<file path="src/rtl/tflc_pkg.sv">
// Shared types, widths, register codes and reset values of the thermal fan and LED controller.
`default_nettype none

package tflc_pkg;

   localparam int unsigned WINDOW_MAX_DEF = 8;

   localparam int unsigned TEMP_W  = 8;
   localparam int unsigned THR_W   = 7;
   localparam int unsigned LEN_W   = 4;
   localparam int unsigned BRT_W   = 5;
   localparam int unsigned BYTE_W  = 8;
   localparam int unsigned CSR_IDX_W  = 2;
   localparam int unsigned CSR_DATA_W = 7;

   // 255 * 31 * 127 fits in 20 bits, 31 * 127 fits in 12 bits.
   localparam int unsigned NUM_W   = 20;
   localparam int unsigned DEN_W   = 12;
   localparam int unsigned QUOT_W  = 8;
   localparam int unsigned SCALE_W = BRT_W + 8;

   localparam logic [CSR_IDX_W-1:0] CSR_ON_THRESHOLD  = 2'd0;
   localparam logic [CSR_IDX_W-1:0] CSR_OFF_THRESHOLD = 2'd1;
   localparam logic [CSR_IDX_W-1:0] CSR_WINDOW_LEN    = 2'd2;
   localparam logic [CSR_IDX_W-1:0] CSR_BRIGHTNESS    = 2'd3;

   localparam logic [THR_W-1:0] ON_THRESHOLD_RST  = 7'd60;
   localparam logic [THR_W-1:0] OFF_THRESHOLD_RST = 7'd50;
   localparam logic [LEN_W-1:0] WINDOW_LEN_RST    = 4'd3;
   localparam logic [BRT_W-1:0] BRIGHTNESS_RST    = 5'd0;

   localparam logic [BYTE_W-1:0] LED_HEADER_BASE = 8'hE0;
   localparam logic [BYTE_W-1:0] LED_BLUE_VALUE  = 8'h00;

   typedef enum logic [2:0] {
      ST_IDLE,
      ST_PREP_RED,
      ST_WAIT_RED,
      ST_PREP_GREEN,
      ST_WAIT_GREEN,
      ST_DONE
   } state_type;

   typedef struct packed {
      logic busy;
      logic fan_on;
      logic above_on;
      logic all_low;
   } win_status_type;

   typedef struct packed {
      logic              busy;
      logic [QUOT_W-1:0] quot;
   } div_status_type;

endpackage

`default_nettype wire

</file>
<file path="src/rtl/tflc_if.sv">
// Handshake channel interfaces for sample items, result items and register writes.
`default_nettype none

interface tflc_req_if;
   logic                                     valid;
   logic                                     ready;
   logic signed [tflc_pkg::TEMP_W-1:0]       temp_c;
   logic                                     force_on;

   modport source (output valid, output temp_c, output force_on, input ready);
   modport sink   (input valid, input temp_c, input force_on, output ready);
endinterface

interface tflc_rsp_if;
   logic                            valid;
   logic                            ready;
   logic                            fan_on;
   logic                            above_on;
   logic                            all_low;
   logic [tflc_pkg::BYTE_W-1:0]     led_header;
   logic [tflc_pkg::BYTE_W-1:0]     led_blue;
   logic [tflc_pkg::BYTE_W-1:0]     led_green;
   logic [tflc_pkg::BYTE_W-1:0]     led_red;

   modport source (output valid, output fan_on, output above_on, output all_low,
                   output led_header, output led_blue, output led_green, output led_red,
                   input ready);
   modport sink   (input valid, input fan_on, input above_on, input all_low,
                   input led_header, input led_blue, input led_green, input led_red,
                   output ready);
endinterface

interface tflc_csr_if;
   logic                                valid;
   logic                                ready;
   logic [tflc_pkg::CSR_IDX_W-1:0]      index;
   logic [tflc_pkg::CSR_DATA_W-1:0]     data;

   modport source (output valid, output index, output data, input ready);
   modport sink   (input valid, input index, input data, output ready);
endinterface

`default_nettype wire

</file>
<file path="src/rtl/tflc_window.sv">
// Sample window shift register with a serial scan for the hysteresis checks and fan state.
`default_nettype none

module tflc_window #(
   parameter int unsigned WINDOW_MAX = tflc_pkg::WINDOW_MAX_DEF
) (
   input  wire                                     clock,
   input  wire                                     reset,
   input  wire                                     start,
   input  wire logic signed [tflc_pkg::TEMP_W-1:0] temp_c,
   input  wire                                     force_on,
   input  wire logic [tflc_pkg::THR_W-1:0]         on_thr,
   input  wire logic [tflc_pkg::THR_W-1:0]         off_thr,
   input  wire logic [tflc_pkg::LEN_W-1:0]         window_len,
   output tflc_pkg::win_status_type                status
);

   localparam int unsigned IDX_W = (WINDOW_MAX > 1) ? $clog2(WINDOW_MAX) : 1;

   logic signed [tflc_pkg::TEMP_W-1:0] window_ff [WINDOW_MAX];
   logic [IDX_W-1:0] idx_ff;
   logic [IDX_W-1:0] last_ff;
   logic [IDX_W-1:0] last_in;
   logic             busy_ff;
   logic             force_ff;
   logic             acc_high_ff;
   logic             acc_low_ff;
   logic             fan_ff;
   logic             above_on_ff;
   logic             all_low_ff;
   logic             fan_in;
   logic             high_in;
   logic             low_in;
   logic             is_high;
   logic             is_low;
   logic signed [tflc_pkg::TEMP_W-1:0] sample;
   logic [tflc_pkg::LEN_W-1:0] len_m1;

   // Window length zero counts as one, and lengths past the store count as all of it.
   always_comb begin
      len_m1 = window_len - tflc_pkg::LEN_W'(1);
      if (window_len == '0) begin
         last_in = '0;
      end else if (int'(window_len) > int'(WINDOW_MAX)) begin
         last_in = IDX_W'(WINDOW_MAX - 1);
      end else begin
         last_in = IDX_W'(len_m1);
      end
   end

   always_comb begin
      sample  = window_ff[idx_ff];
      is_high = sample > $signed({1'b0, on_thr});
      is_low  = sample < $signed({1'b0, off_thr});
      high_in = (acc_high_ff & is_high) | force_ff;
      low_in  = acc_low_ff & is_low;
      if (high_in && !fan_ff) begin
         fan_in = 1'b1;
      end else if (low_in && fan_ff) begin
         fan_in = 1'b0;
      end else begin
         fan_in = fan_ff;
      end
   end

   always_ff @(posedge clock) begin
      if (reset) begin
         for (int i = 0; i < int'(WINDOW_MAX); i++) begin
            window_ff[i] <= '0;
         end
         busy_ff     <= 1'b0;
         fan_ff      <= 1'b0;
         idx_ff      <= '0;
      end else if (start) begin
         window_ff[0] <= temp_c;
         for (int i = 1; i < int'(WINDOW_MAX); i++) begin
            window_ff[i] <= window_ff[i-1];
         end
         busy_ff     <= 1'b1;
         idx_ff      <= '0;
      end else if (busy_ff) begin
         if (idx_ff == last_ff) begin
            busy_ff <= 1'b0;
            fan_ff  <= fan_in;
         end else begin
            idx_ff  <= idx_ff + IDX_W'(1);
         end
      end
   end

   always_ff @(posedge clock) begin
      if (start) begin
         last_ff     <= last_in;
         force_ff    <= force_on;
         acc_high_ff <= 1'b1;
         acc_low_ff  <= 1'b1;
      end else if (busy_ff) begin
         acc_high_ff <= acc_high_ff & is_high;
         acc_low_ff  <= acc_low_ff & is_low;
         if (idx_ff == last_ff) begin
            above_on_ff <= high_in;
            all_low_ff  <= low_in;
         end
      end
   end

   assign status.busy     = busy_ff;
   assign status.fan_on   = fan_ff;
   assign status.above_on = above_on_ff;
   assign status.all_low  = all_low_ff;

endmodule

`default_nettype wire

</file>
<file path="src/rtl/tflc_divider.sv">
// Restoring divider that produces one quotient bit per cycle for the LED color ratio.
`default_nettype none

module tflc_divider (
   input  wire                                 clock,
   input  wire                                 reset,
   input  wire                                 start,
   input  wire logic [tflc_pkg::NUM_W-1:0]     numer,
   input  wire logic [tflc_pkg::DEN_W-1:0]     denom,
   output tflc_pkg::div_status_type            status
);

   localparam int unsigned SH_W  = tflc_pkg::DEN_W + tflc_pkg::QUOT_W - 1;
   localparam int unsigned CNT_W = $clog2(tflc_pkg::QUOT_W + 1);

   logic [tflc_pkg::NUM_W-1:0]  rem_ff;
   logic [SH_W-1:0]             den_ff;
   logic [tflc_pkg::QUOT_W-1:0] quot_ff;
   logic [CNT_W-1:0]            cnt_ff;
   logic                        busy_ff;
   logic [tflc_pkg::NUM_W:0]    diff;
   logic                        fits;

   // The quotient always fits in eight bits, so the divisor starts shifted by seven.
   always_comb begin
      diff = {1'b0, rem_ff} - (tflc_pkg::NUM_W + 1)'(den_ff);
      fits = !diff[tflc_pkg::NUM_W];
   end

   always_ff @(posedge clock) begin
      if (reset) begin
         busy_ff <= 1'b0;
         cnt_ff  <= '0;
      end else if (start) begin
         busy_ff <= 1'b1;
         cnt_ff  <= '0;
      end else if (busy_ff) begin
         cnt_ff <= cnt_ff + CNT_W'(1);
         if (cnt_ff == CNT_W'(tflc_pkg::QUOT_W - 1)) begin
            busy_ff <= 1'b0;
         end
      end
   end

   always_ff @(posedge clock) begin
      if (start) begin
         rem_ff  <= numer;
         den_ff  <= {denom, {(tflc_pkg::QUOT_W - 1){1'b0}}};
         quot_ff <= '0;
      end else if (busy_ff) begin
         if (fits) begin
            rem_ff <= diff[tflc_pkg::NUM_W-1:0];
         end
         den_ff  <= den_ff >> 1;
         quot_ff <= {quot_ff[tflc_pkg::QUOT_W-2:0], fits};
      end
   end

   assign status.busy = busy_ff;
   assign status.quot = quot_ff;

endmodule

`default_nettype wire

</file>
<file path="src/rtl/thermal_fan_led_controller_unit.sv">
// Top level: accepts a sample, shifts it into the window and serially computes fan and LED bytes.
// Each item passes through two 8-bit restoring divisions (red, then green) that share one
// divider at one quotient bit a cycle; the result is registered once both are done.
// A new item is accepted only after the last result is loaded; the window scan runs alongside.
// A finished result waits in the output register while the next item is accepted.
// Reset (synchronous, active high) zeroes the sample window, stops the fan, loads the
// register defaults and empties the output register.
`default_nettype none

module thermal_fan_led_controller_unit #(
   parameter int unsigned WINDOW_MAX = tflc_pkg::WINDOW_MAX_DEF
) (
   input  wire        clock,
   input  wire        reset,
   tflc_req_if.sink   req_ch,
   tflc_rsp_if.source rsp_ch,
   tflc_csr_if.sink   csr_ch
);

   localparam int unsigned THR_W = tflc_pkg::THR_W;

   tflc_pkg::state_type       state_ff, state_in;
   tflc_pkg::win_status_type  win_status;
   tflc_pkg::div_status_type  div_status;

   logic [THR_W-1:0]          on_thr_ff;
   logic [THR_W-1:0]          off_thr_ff;
   logic [tflc_pkg::LEN_W-1:0] win_len_ff;
   logic [tflc_pkg::BRT_W-1:0] brt_ff;

   logic [THR_W-1:0]          span_ff, span_in;
   logic [THR_W-1:0]          m_red_ff, m_red_in;
   logic [THR_W-1:0]          m_green_ff, m_green_in;
   logic [tflc_pkg::QUOT_W-1:0] red_ff;

   logic                      rsp_valid_ff;
   logic                      fan_out_ff;
   logic                      high_out_ff;
   logic                      low_out_ff;
   logic [tflc_pkg::BYTE_W-1:0] green_out_ff;
   logic [tflc_pkg::BYTE_W-1:0] red_out_ff;

   logic                      req_fire;
   logic                      div_start;
   logic                      load_out;
   logic                      store_red;
   logic [THR_W-1:0]          m_sel;
   logic [tflc_pkg::SCALE_W-1:0] scale;
   logic [tflc_pkg::NUM_W-1:0]   numer;
   logic [tflc_pkg::DEN_W-1:0]   denom;

   logic [THR_W-1:0]          tc;
   logic [THR_W-1:0]          dist_r;
   logic [THR_W-1:0]          dist_g;
   logic [THR_W-1:0]          span_raw;
   logic [THR_W:0]            dbl_r;
   logic [THR_W:0]            dbl_g;

   assign csr_ch.ready = 1'b1;
   assign req_ch.ready = (state_ff == tflc_pkg::ST_IDLE);
   assign req_fire     = req_ch.valid && req_ch.ready;

   always_ff @(posedge clock) begin
      if (reset) begin
         on_thr_ff  <= tflc_pkg::ON_THRESHOLD_RST;
         off_thr_ff <= tflc_pkg::OFF_THRESHOLD_RST;
         win_len_ff <= tflc_pkg::WINDOW_LEN_RST;
         brt_ff     <= tflc_pkg::BRIGHTNESS_RST;
      end else if (csr_ch.valid) begin
         case (csr_ch.index)
            tflc_pkg::CSR_ON_THRESHOLD:  on_thr_ff  <= csr_ch.data[THR_W-1:0];
            tflc_pkg::CSR_OFF_THRESHOLD: off_thr_ff <= csr_ch.data[THR_W-1:0];
            tflc_pkg::CSR_WINDOW_LEN:    win_len_ff <= csr_ch.data[tflc_pkg::LEN_W-1:0];
            tflc_pkg::CSR_BRIGHTNESS:    brt_ff     <= csr_ch.data[tflc_pkg::BRT_W-1:0];
            default: ;
         endcase
      end
   end

   // Clamp the sample to the threshold range and take the doubled distances to each end,
   // capped at the span. Unordered thresholds give a span of one with full red.
   always_comb begin
      if (req_ch.temp_c < $signed({1'b0, off_thr_ff})) begin
         tc = off_thr_ff;
      end else if (req_ch.temp_c > $signed({1'b0, on_thr_ff})) begin
         tc = on_thr_ff;
      end else begin
         tc = req_ch.temp_c[THR_W-1:0];
      end
      span_raw = on_thr_ff - off_thr_ff;
      dist_r   = tc - off_thr_ff;
      dist_g   = on_thr_ff - tc;
      dbl_r    = {dist_r, 1'b0};
      dbl_g    = {dist_g, 1'b0};
      if (on_thr_ff > off_thr_ff) begin
         span_in    = span_raw;
         m_red_in   = (dbl_r > {1'b0, span_raw}) ? span_raw : dbl_r[THR_W-1:0];
         m_green_in = (dbl_g > {1'b0, span_raw}) ? span_raw : dbl_g[THR_W-1:0];
      end else begin
         span_in    = THR_W'(1);
         m_red_in   = THR_W'(1);
         m_green_in = '0;
      end
   end

   always_ff @(posedge clock) begin
      if (req_fire) begin
         span_ff    <= span_in;
         m_red_ff   <= m_red_in;
         m_green_ff <= m_green_in;
      end
      if (store_red) begin
         red_ff <= div_status.quot;
      end
   end

   // Numerator 255 * brightness * m and denominator 31 * span for the divider.
   always_comb begin
      m_sel = (state_ff == tflc_pkg::ST_PREP_GREEN) ? m_green_ff : m_red_ff;
      scale = {brt_ff, 8'b0} - tflc_pkg::SCALE_W'(brt_ff);
      numer = tflc_pkg::NUM_W'(scale) * tflc_pkg::NUM_W'(m_sel);
      denom = {span_ff, 5'b0} - tflc_pkg::DEN_W'(span_ff);
   end

   always_comb begin
      state_in  = state_ff;
      div_start = 1'b0;
      store_red = 1'b0;
      load_out  = 1'b0;
      case (state_ff)
         tflc_pkg::ST_IDLE: begin
            if (req_fire) begin
               state_in = tflc_pkg::ST_PREP_RED;
            end
         end
         tflc_pkg::ST_PREP_RED: begin
            div_start = 1'b1;
            state_in  = tflc_pkg::ST_WAIT_RED;
         end
         tflc_pkg::ST_WAIT_RED: begin
            if (!div_status.busy) begin
               store_red = 1'b1;
               state_in  = tflc_pkg::ST_PREP_GREEN;
            end
         end
         tflc_pkg::ST_PREP_GREEN: begin
            div_start = 1'b1;
            state_in  = tflc_pkg::ST_WAIT_GREEN;
         end
         tflc_pkg::ST_WAIT_GREEN: begin
            if (!div_status.busy) begin
               state_in = tflc_pkg::ST_DONE;
            end
         end
         tflc_pkg::ST_DONE: begin
            if (!win_status.busy && (!rsp_valid_ff || rsp_ch.ready)) begin
               load_out = 1'b1;
               state_in = tflc_pkg::ST_IDLE;
            end
         end
         default: begin
            state_in = tflc_pkg::ST_IDLE;
         end
      endcase
   end

   always_ff @(posedge clock) begin
      if (reset) begin
         state_ff <= tflc_pkg::ST_IDLE;
      end else begin
         state_ff <= state_in;
      end
   end

   always_ff @(posedge clock) begin
      if (reset) begin
         rsp_valid_ff <= 1'b0;
      end else if (load_out) begin
         rsp_valid_ff <= 1'b1;
      end else if (rsp_ch.ready) begin
         rsp_valid_ff <= 1'b0;
      end
   end

   always_ff @(posedge clock) begin
      if (load_out) begin
         fan_out_ff   <= win_status.fan_on;
         high_out_ff  <= win_status.above_on;
         low_out_ff   <= win_status.all_low;
         red_out_ff   <= red_ff;
         green_out_ff <= div_status.quot;
      end
   end

   assign rsp_ch.valid      = rsp_valid_ff;
   assign rsp_ch.fan_on     = fan_out_ff;
   assign rsp_ch.above_on   = high_out_ff;
   assign rsp_ch.all_low    = low_out_ff;
   assign rsp_ch.led_header = tflc_pkg::LED_HEADER_BASE | tflc_pkg::BYTE_W'(brt_ff);
   assign rsp_ch.led_blue   = tflc_pkg::LED_BLUE_VALUE;
   assign rsp_ch.led_green  = green_out_ff;
   assign rsp_ch.led_red    = red_out_ff;

   tflc_window #(
      .WINDOW_MAX (WINDOW_MAX)
   ) u_window (
      .clock      (clock),
      .reset      (reset),
      .start      (req_fire),
      .temp_c     (req_ch.temp_c),
      .force_on   (req_ch.force_on),
      .on_thr     (on_thr_ff),
      .off_thr    (off_thr_ff),
      .window_len (win_len_ff),
      .status     (win_status)
   );

   tflc_divider u_divider (
      .clock  (clock),
      .reset  (reset),
      .start  (div_start),
      .numer  (numer),
      .denom  (denom),
      .status (div_status)
   );

endmodule

`default_nettype wire

</file>
<file path="src/flat_wrapper.sv">
// flat-port wrapper written by rule: the top's interface ports become plain ports
module thermal_fan_led_controller_unit_flat 
#(
   parameter int unsigned WINDOW_MAX = tflc_pkg::WINDOW_MAX_DEF
)
  (clock, reset, req_ch_valid, req_ch_temp_c, req_ch_force_on, req_ch_ready, rsp_ch_valid, rsp_ch_fan_on, rsp_ch_above_on, rsp_ch_all_low, rsp_ch_led_header, rsp_ch_led_blue, rsp_ch_led_green, rsp_ch_led_red, rsp_ch_ready, csr_ch_valid, csr_ch_index, csr_ch_data, csr_ch_ready);
  tflc_req_if req_ch_i ();
  tflc_rsp_if rsp_ch_i ();
  tflc_csr_if csr_ch_i ();
  input  wire clock;
  input  wire reset;
  input wire logic [$bits(req_ch_i.valid)-1:0] req_ch_valid;
  input wire logic [$bits(req_ch_i.temp_c)-1:0] req_ch_temp_c;
  input wire logic [$bits(req_ch_i.force_on)-1:0] req_ch_force_on;
  output wire logic [$bits(req_ch_i.ready)-1:0] req_ch_ready;
  output wire logic [$bits(rsp_ch_i.valid)-1:0] rsp_ch_valid;
  output wire logic [$bits(rsp_ch_i.fan_on)-1:0] rsp_ch_fan_on;
  output wire logic [$bits(rsp_ch_i.above_on)-1:0] rsp_ch_above_on;
  output wire logic [$bits(rsp_ch_i.all_low)-1:0] rsp_ch_all_low;
  output wire logic [$bits(rsp_ch_i.led_header)-1:0] rsp_ch_led_header;
  output wire logic [$bits(rsp_ch_i.led_blue)-1:0] rsp_ch_led_blue;
  output wire logic [$bits(rsp_ch_i.led_green)-1:0] rsp_ch_led_green;
  output wire logic [$bits(rsp_ch_i.led_red)-1:0] rsp_ch_led_red;
  input wire logic [$bits(rsp_ch_i.ready)-1:0] rsp_ch_ready;
  input wire logic [$bits(csr_ch_i.valid)-1:0] csr_ch_valid;
  input wire logic [$bits(csr_ch_i.index)-1:0] csr_ch_index;
  input wire logic [$bits(csr_ch_i.data)-1:0] csr_ch_data;
  output wire logic [$bits(csr_ch_i.ready)-1:0] csr_ch_ready;
  assign req_ch_i.valid = req_ch_valid;
  assign req_ch_i.temp_c = req_ch_temp_c;
  assign req_ch_i.force_on = req_ch_force_on;
  assign req_ch_ready = req_ch_i.ready;
  assign rsp_ch_valid = rsp_ch_i.valid;
  assign rsp_ch_fan_on = rsp_ch_i.fan_on;
  assign rsp_ch_above_on = rsp_ch_i.above_on;
  assign rsp_ch_all_low = rsp_ch_i.all_low;
  assign rsp_ch_led_header = rsp_ch_i.led_header;
  assign rsp_ch_led_blue = rsp_ch_i.led_blue;
  assign rsp_ch_led_green = rsp_ch_i.led_green;
  assign rsp_ch_led_red = rsp_ch_i.led_red;
  assign rsp_ch_i.ready = rsp_ch_ready;
  assign csr_ch_i.valid = csr_ch_valid;
  assign csr_ch_i.index = csr_ch_index;
  assign csr_ch_i.data = csr_ch_data;
  assign csr_ch_ready = csr_ch_i.ready;
  thermal_fan_led_controller_unit #(.WINDOW_MAX(WINDOW_MAX)) u_core (.clock(clock), .reset(reset), .req_ch(req_ch_i), .rsp_ch(rsp_ch_i), .csr_ch(csr_ch_i));
endmodule
</file>
<file path="config.mk">
export PLATFORM = sky130hd
export DESIGN_NAME = thermal_fan_led_controller_unit_flat
export DESIGN_NICKNAME = d
export VERILOG_FILES = /design/src/rtl/tflc_pkg.sv /design/src/rtl/tflc_if.sv /design/src/rtl/tflc_window.sv /design/src/rtl/tflc_divider.sv /design/src/rtl/thermal_fan_led_controller_unit.sv /design/src/flat_wrapper.sv
export SDC_FILE = /design/constraint.sdc
export NUM_CORES = 1
export LEC_CHECK = 0
export BUFFER_PORTS_ARGS = -buffer_cell sky130_fd_sc_hd__buf_2
export CAP_MARGIN = 5
export CORE_MARGIN = 8
export CORE_UTILIZATION = 55
export DETAILED_ROUTE_END_ITERATION = 8
export MAX_ROUTING_LAYER = met4
export PLACE_DENSITY = 0.75
export SLEW_MARGIN = 30
export SYNTH_ARGS = -nofsm -noshare
export SYNTH_HDL_FRONTEND = slang
export SYNTH_HIERARCHICAL = 1
export SYNTH_SLANG_ARGS = --single-unit
</file>
<file path="constraint.sdc">
create_clock -name clock -period 5.4 [get_ports clock]
set_input_delay 0 -clock clock [delete_from_list [all_inputs] [get_ports clock]]
set_output_delay 0 -clock clock [all_outputs]
set_load 0.01 [all_outputs]
</file>
==> results of run 1 <==
[placed cells by master (no fill, tap or decap), types with 19 or more instances in the layout]
cell           instances
a21o_1                25
a21oi_1               64
and2_1                54
buf_2                 49
buf_4                 74
clkbuf_16             24
dfxtp_1               51
dlygate4sd3_1         19
edfxtp_1             150
fa_1                  58
ha_1                 108
inv_1                141
mux2i_1               36
nand2_1               90
nand2b_1              26
nor2_1               138
nor2b_1               30
nor3_1                21
o21ai_0               32
xnor2_1               36
xor2_1                21
[worst reg2reg max path: stages (launching register included)]
cell      delay (ns)
dfxtp_2         0.33
nor2b_4         0.20
nand2_8         0.13
mux2i_4         0.26
buf_6           0.19
nor2b_4         0.05
fa_1            0.50
inv_2           0.05
fa_1            0.53
inv_1           0.05
fa_1            0.50
inv_2           0.04
fa_1            0.49
inv_2           0.05
ha_4            0.28
nand2b_4        0.06
a2111o_1        0.46
a31oi_1         0.16
o21a_1          0.14
nor2_1          0.05
xnor2_1         0.13
o221ai_1        0.16
and3b_1         0.19
[flip-flops by register name (all words and copies together) (netlist names), 3 cells and up, named ones only]
name / count
u_core/brt_ff: 5
u_core/m_green_ff: 7
u_core/m_red_ff: 7
u_core/off_thr_ff: 7
u_core/on_thr_ff: 7
u_core/red_ff: 8
u_core/rsp_ch.led_green: 8
u_core/rsp_ch.led_red: 8
u_core/span_ff: 7
u_core/state_ff: 3
u_core/u_divider/cnt_ff: 4
u_core/u_divider/den_ff: 19
u_core/u_divider/quot_ff: 8
u_core/u_divider/rem_ff: 20
u_core/u_window/idx_ff: 3
u_core/u_window/last_ff: 3
u_core/u_window/window_ff: 64
u_core/win_len_ff: 4
[what timing repair did]
item | CTS | global route
buffers inserted | 0 | 28
gates cloned | 0 | 3
gates resized for setup | 3 | 94
endpoints found under the hold margin | 34 | 0
endpoints found under the setup margin | 4 | 13
pin swaps | 2 | 41
hold buffers | 19 | 0
[final timing paths]
check                           cells past startpoint                from  slack [ns]                     endpoint
worst max-delay path                               22  u_core/state_ff[0]        0.14  u_core/u_divider/rem_ff[16]
worst max register to register                     22  u_core/state_ff[0]        0.14  u_core/u_divider/rem_ff[16]
worst min register to register                      0    u_core/red_ff[3]        0.42     u_core/rsp_ch.led_red[3]
worst min-delay path                                5     csr_ch_index[0]        0.05         u_core/off_thr_ff[3]
[cell families after synthesis]
logic type,count (synthesis)
adder cells (fa/ha/maj),181
multiplexers,69
XOR/XNOR,58
AND/OR/NAND/NOR,472
flip-flops,207
buffers and inverters,220
AO/OA/AOI/OAI,247
other,2
[final cells by class]
class / instances / share of cell area
clock buffers: 28 / 0.0363
flip-flops and latches: 207 / 0.328
well taps: 341 / 0.0248
inverters: 149 / 0.0326
repair buffers: 150 / 0.0627
clock inverters: 16 / 0.0126
multi-input cells: 1039 / 0.503
[metal layers]
metal,track usage,up-vias
met5,-,-
met4,0.0514,0
met3,0.0351,65
met2,0.312,367
met1,0.280,5303
li1,-,5257
[stage by stage]
step	TNS, ns	setup slack (ns)
3_3_place_gp	0	0.0843
5_1_grt	-0.290	-0.0859
2_1_floorplan	0	0.0202
4_1_cts	-0.00819	-0.00819
3_5_place_dp	-0.0311	-0.0206
6_report	0	0.137
[power breakdown]
part	total [mW]	switching (mW)	leakage (nW)	internal, mW
Combinational	3.66	2.05	5.10	1.61
Sequential	2.29	0.165	1.99	2.12
Clock	1.72	0.688	0.396	1.03
Total	7.67	2.91	7.48	4.76
==> flow_summary_export.csv, run 1 <==
group,metric,value,unit
critical_path,cp_slowest_cell,"fa_1",
run,drv_cap,0,
timing,fin_crit,5.26,ns
finish,drive_above_1_share,0.196,
floorplan,die_h,180,um
floorplan,rows,60,
critical_path,worstSetupPathType,"flip-flop to flip-flop",
floorplan,die_w,180,um
power,peakVddDrop,0.230,mV
clocking,root_buffer,"clkbuf_16",
logic_synthesis,synthArstFlopShare,0,
critical_path,max_stage_delay,0.53,ns
logic_synthesis,yosysWarnings,6,
global_route,grt-ovfl-total,0,
logic_synthesis,ys_types,83,
detailed_routing,route.met2.wl,15500,um
global_route,grt_pass1_vias,10658,
logic_synthesis,synthMuxAreaShare,0.0603,
finish,syn_to_final_growth,16.7,%
logic_synthesis,yosysSeqAreaShare,0.382,
global_route,grt_max_degree,79,
placement,placed_cells,1836,
finish,layout.cells.non_filler,1930,
finish,fin_util,0.647,
detailed_routing,dr.pass1.iters,5,
floorplan,core,26700,um^2
clocking,clk_latency,0.53,ns
floorplan,die_area,32300,um^2
min_path,hp-class,"primary input to flip-flop",
power,total_power,7.67,mW
critical_path,cp-end-kind,"flip-flop",
detailed_routing,wl_met3,2500,um
timing,holdWs,0.0474,ns
timing,slew_headroom,0.428,
clocking,htree_levels,1,
logic_synthesis,synthFlopType,"edfxtp_1",
status,status,"finished clean",
logic_synthesis,synth_edf_count,150,
detailed_routing,drtAntennaViolNets,0,
critical_path,cp_top_family,"adder cells",
critical_path,worst_setup_path_start_kind,"flip-flop",
detailed_routing,drc,0,
placement,place_area,15500,um^2
timing,finalCritPeriodShare,0.975,
detailed_routing,viasPerCell,5.70,
logic_synthesis,synth_top_area_frac,0.305,
logic_synthesis,yosysTopAreaCell,"edfxtp_1",
clocking,cts_inserted_buffers,24,
logic_synthesis,synth-xor-area-share,0.0344,
detailed_routing,routed.top_layer,"met4",
critical_path,crit_path_cell_trace,"nor2b_4, nand2_8, mux2i_4, buf_6, nor2b_4, fa_1, inv_2, fa_1, inv_1, fa_1, inv_2, fa_1, inv_2, ha_4, nand2b_4, a2111o_1, a31oi_1, o21a_1, nor2_1, xnor2_1, o221ai_1, and3b_1",
global_route,antenna_found_initial,0,
placement,dp_hpwl,24000,um
logic_synthesis,yosys.area_share.simple,0.159,
clocking,cts_buffer_depth,3,
timing,drv_slew,0,
global_route,grt_pass1_wl,54000,um
timing,worst_pin_slew,0.857,ns
finish,seqCellArea,5660,um^2
clocking,cts_tree,"done",
logic_synthesis,yosysMostFrequentCell,"nor2_1",
logic_synthesis,synth_top_family_by_area,"adder cells",
detailed_routing,wirelength,34200,um
logic_synthesis,synth_adder_area_share,0.183,
power,p_per_area,445,nW/um^2
clocking,clk_pin_slew,0.06,ns
timing,fmax,190,MHz
finish,multi_input_area,8660,um^2
detailed_routing,drt_iter0_markers,759,
placement,gp_congestion,0.926,
logic_synthesis,synthCells,1456,
critical_path,critical_path_required,5.68,ns
critical_path,cp_max_fo,8,
detailed_routing,drt-met1-wl,15500,um
finish,final_nets,1774,
timing,finalHoldViolCount,0,
critical_path,timing.critical_path.mode_cell,"fa_1",
global_route,gr-usage-all-layers,0.204,
finish,antenna_cells,0,
timing,rsz0062_at_grt,"true",
finish,fillers,2012,
critical_path,crit_arrival,5.54,ns
timing,finClkSkew,0.0173,ns
floorplan,ios,61,
floorplan,initial_core_util,0.554,
clocking,cts.sinks,207,
finish,stdcell_area,17200,um^2
logic_synthesis,syn_area_per_cell,10.1,um^2
timing,finalSetupViolations,0,
detailed_routing,vias,10992,
logic_synthesis,synthTopCellsByCount,"nor2_1, edfxtp_1, inv_1",
power,p_leak,7.48,nW
logic_synthesis,ys_top_cells_by_area,"edfxtp_1, ha_1, fa_1, dfxtp_1, nor2_1",
detailed_routing,wl_per_cell,17.7,um
critical_path,crit_buf_inv,5,
logic_synthesis,synth_compound_area_frac,0.116,
logic_synthesis,synth.ff_latch_count,207,
placement,port_buffers,48,
logic_synthesis,synth_area,14800,um^2
Power figures use the tool's default switching activity.
==> run 2, diff against run 1 <==
==> constraint.sdc (replaced) <==
create_clock -name clock -period 5.4 [get_ports clock]
set_input_delay 0 -clock clock [delete_from_list [all_inputs] [get_ports clock]]
set_output_delay 0 -clock clock [all_outputs]
set_load 0.1 [all_outputs]
==> run 2 against run 1 <==
  * Core utilization shrank 0.69 points
  * Critical path depth grew 1
  * Clock-buffer cell count grew 5
  * Critical endpoint unchanged
  * Largest cell class unchanged
==> flow_summary_export.csv, run 2 (synthesis gave the netlist of run 1 again) <==
group,metric,value,unit
floorplan,ios,61,
floorplan,die_w,180,um
global_route,grt_max_degree,79,
global_route,grt_pass1_wl,53700,um
finish,final_nets,1756,
min_path,hp-start,"csr_ch_valid",
detailed_routing,routed.top_layer,"met4",
timing,finClkSkew,0.0138,ns
floorplan,initial_core_util,0.554,
critical_path,cp_max_fo,6,
placement,placed_cells,1817,
placement,port_buffers,48,
detailed_routing,drc,0,
finish,fin_util,0.640,
global_route,antenna_found_initial,0,
detailed_routing,wl_met3,1840,um
detailed_routing,dr.pass1.iters,5,
critical_path,worst_setup_path_start_kind,"flip-flop",
placement,dp_hpwl,24000,um
timing,fmax,191,MHz
detailed_routing,wirelength,33300,um
critical_path,crit_arrival,5.53,ns
min_path,hp-class,"primary input to flip-flop",
clocking,clk_latency,0.53,ns
detailed_routing,vias,10760,
clocking,cts_inserted_buffers,24,
floorplan,die_area,32300,um^2
critical_path,critical_path_required,5.68,ns
critical_path,crit_path_cell_trace,"inv_2, ha_4, nand2b_4, nor2_4, ha_4, xor2_4, buf_4, nor2_1, fa_1, fa_1, fa_1, inv_1, fa_1, inv_2, ha_4, nand2_1, a2111o_1, a31oi_1, o21a_1, nor2_1, xnor2_1, o221ai_1, and3b_1",
finish,layout.cells.non_filler,1912,
placement,gp_congestion,0.933,
clocking,root_buffer,"clkbuf_16",
power,peakVddDrop,0.273,mV
timing,finalHoldViolCount,0,
critical_path,cp_slowest_cell,"fa_1",
timing,worst_pin_slew,0.814,ns
finish,fillers,2019,
critical_path,r2r_slack,0.15,ns
floorplan,die_h,180,um
min_path,hold-path-cell-count,3,
finish,final_cell_mix,"edfxtp_1, nor2_1, inv_1",
detailed_routing,drt_iter0_markers,969,
clocking,clk_pin_slew,0.07,ns
detailed_routing,route.met2.wl,15400,um
finish,largest_reg_flops,64,
timing,finalSetupViolations,0,
clocking,cts_buffer_depth,3,
finish,antenna_cells,0,
global_route,grt-ovfl-total,0,
critical_path,max_stage_delay,0.52,ns
critical_path,r2r_end,"u_core/u_divider/rem_ff[16]",
critical_path,r2r_start,"u_core/brt_ff[1]",
power,p_per_area,442,nW/um^2
finish,largest-register,"u_core/u_window/window_ff",
finish,stdcell_area,17000,um^2
floorplan,core,26700,um^2
clocking,htree_levels,1,
status,status,"finished clean",
power,p_leak,7.41,nW
detailed_routing,drt-met1-wl,15400,um
timing,fin_crit,5.25,ns
finish,drive_above_1_share,0.173,
timing,drv_slew,0,
clocking,cts_tree,"done",
detailed_routing,viasPerCell,5.63,
critical_path,worstSetupPathType,"flip-flop to flip-flop",
finish,reg_top3,"u_core/u_window/window_ff (64), u_core/u_divider/rem_ff (20), u_core/u_divider/den_ff (19)",
run,drv_cap,0,
timing,slew_headroom,0.457,
clocking,cts.sinks,207,
detailed_routing,wl_per_cell,17.4,um
critical_path,reg2reg_depth,23,
floorplan,rows,60,
finish,syn_to_final_growth,15.4,%
critical_path,cp-end-kind,"flip-flop",
global_route,grt_pass1_vias,10555,
detailed_routing,drtAntennaViolNets,0,
global_route,gr-usage-all-layers,0.204,
critical_path,timing.critical_path.mode_cell,"fa_1",
timing,finalCritPeriodShare,0.972,
placement,place_area,15600,um^2
min_path,min_to,"u_core/win_len_ff[0]",
finish,final_common_cell,"edfxtp_1",
run 2: changes by cell type in the layout (fill, tap and decap cells not counted), moves of 3 or more:
cell,change
nor2_2,-6
buf_4,-20
dlygate4sd3_1,+4
clkinv_2,-3
clkbuf_1,+5
clkinvlp_4,-4
nor2_1,+8
buf_6,-5
run 2: worst max-delay path: cells and delay by family, from the launching register on:
kind / cells / cell delay, ns
adder cells (fa/ha/maj): 7 / 2.58
AND/OR/NAND/NOR: 6 / 0.57
XOR/XNOR: 2 / 0.32
AO/OA/AOI/OAI: 4 / 0.85
buffers and inverters: 4 / 0.30
flip-flops: 1 / 0.38
run 2: metrics by stage:
step / setup TNS, ns / hold slack, ns / power (mW) / worst slack, ns
after floorplan: -0.00156 / 0.0724 / 4.96 / -0.00156
after global placement: 0 / 0.214 / 5.56 / 0.138
after detailed placement: -0.0931 / 0.212 / 5.66 / -0.0544
after CTS: 0 / 0.0527 / 7.36 / 0.00413
after global routing: -0.161 / 0.0843 / 8.03 / -0.0628
final: 0 / 0.0590 / 7.53 / 0.152
run 2: worst max path at each step:
stage,startpoint,end,slack (ns),cells past startpoint
final,u_core/brt_ff[1],u_core/u_divider/rem_ff[16],0.15,23
after global routing,u_core/state_ff[0],u_core/u_divider/rem_ff[19],-0.06,23
after CTS,u_core/brt_ff[1],u_core/u_divider/rem_ff[19],0.004,24
after detailed placement,u_core/brt_ff[1],u_core/u_divider/rem_ff[19],-0.05,23
after global placement,u_core/brt_ff[1],u_core/u_divider/rem_ff[16],0.14,20
after floorplan,u_core/brt_ff[0],u_core/u_divider/rem_ff[16],-0.002,23
run 2: final cells by class:
cell class                      instances  area (um^2)  share of cell area
Multi-Input combinational cell       1040         8610               0.505
Sequential cell                       207         5660               0.332
Timing Repair Buffer                  131          972              0.0570
Clock buffer                           33          644              0.0378
Inverter                              149          564              0.0331
Tap cell                              341          427              0.0250
Clock inverter                         11          163             0.00954
run 2: layer usage:
layer / track usage / vias up
li1: - / 5215
met1: 0.276 / 5184
met2: 0.321 / 304
met3: 0.0292 / 57
met4: 0.0507 / 0
met5: - / -
run 2: power breakdown:
part	switching [mW]	internal [mW]	total, mW
combinational	2.06	1.53	3.59
clock	0.663	0.988	1.65
sequential	0.162	2.12	2.29
run 2: timing repair:
item / in CTS / in global routing
hold buffers: 23 / 0
endpoints found under the hold margin: 36 / 0
gates resized for setup: 3 / 43
endpoints found under the setup margin: 2 / 6
gates cloned: 0 / 1
buffers inserted: 1 / 25
pin swaps: 1 / 42
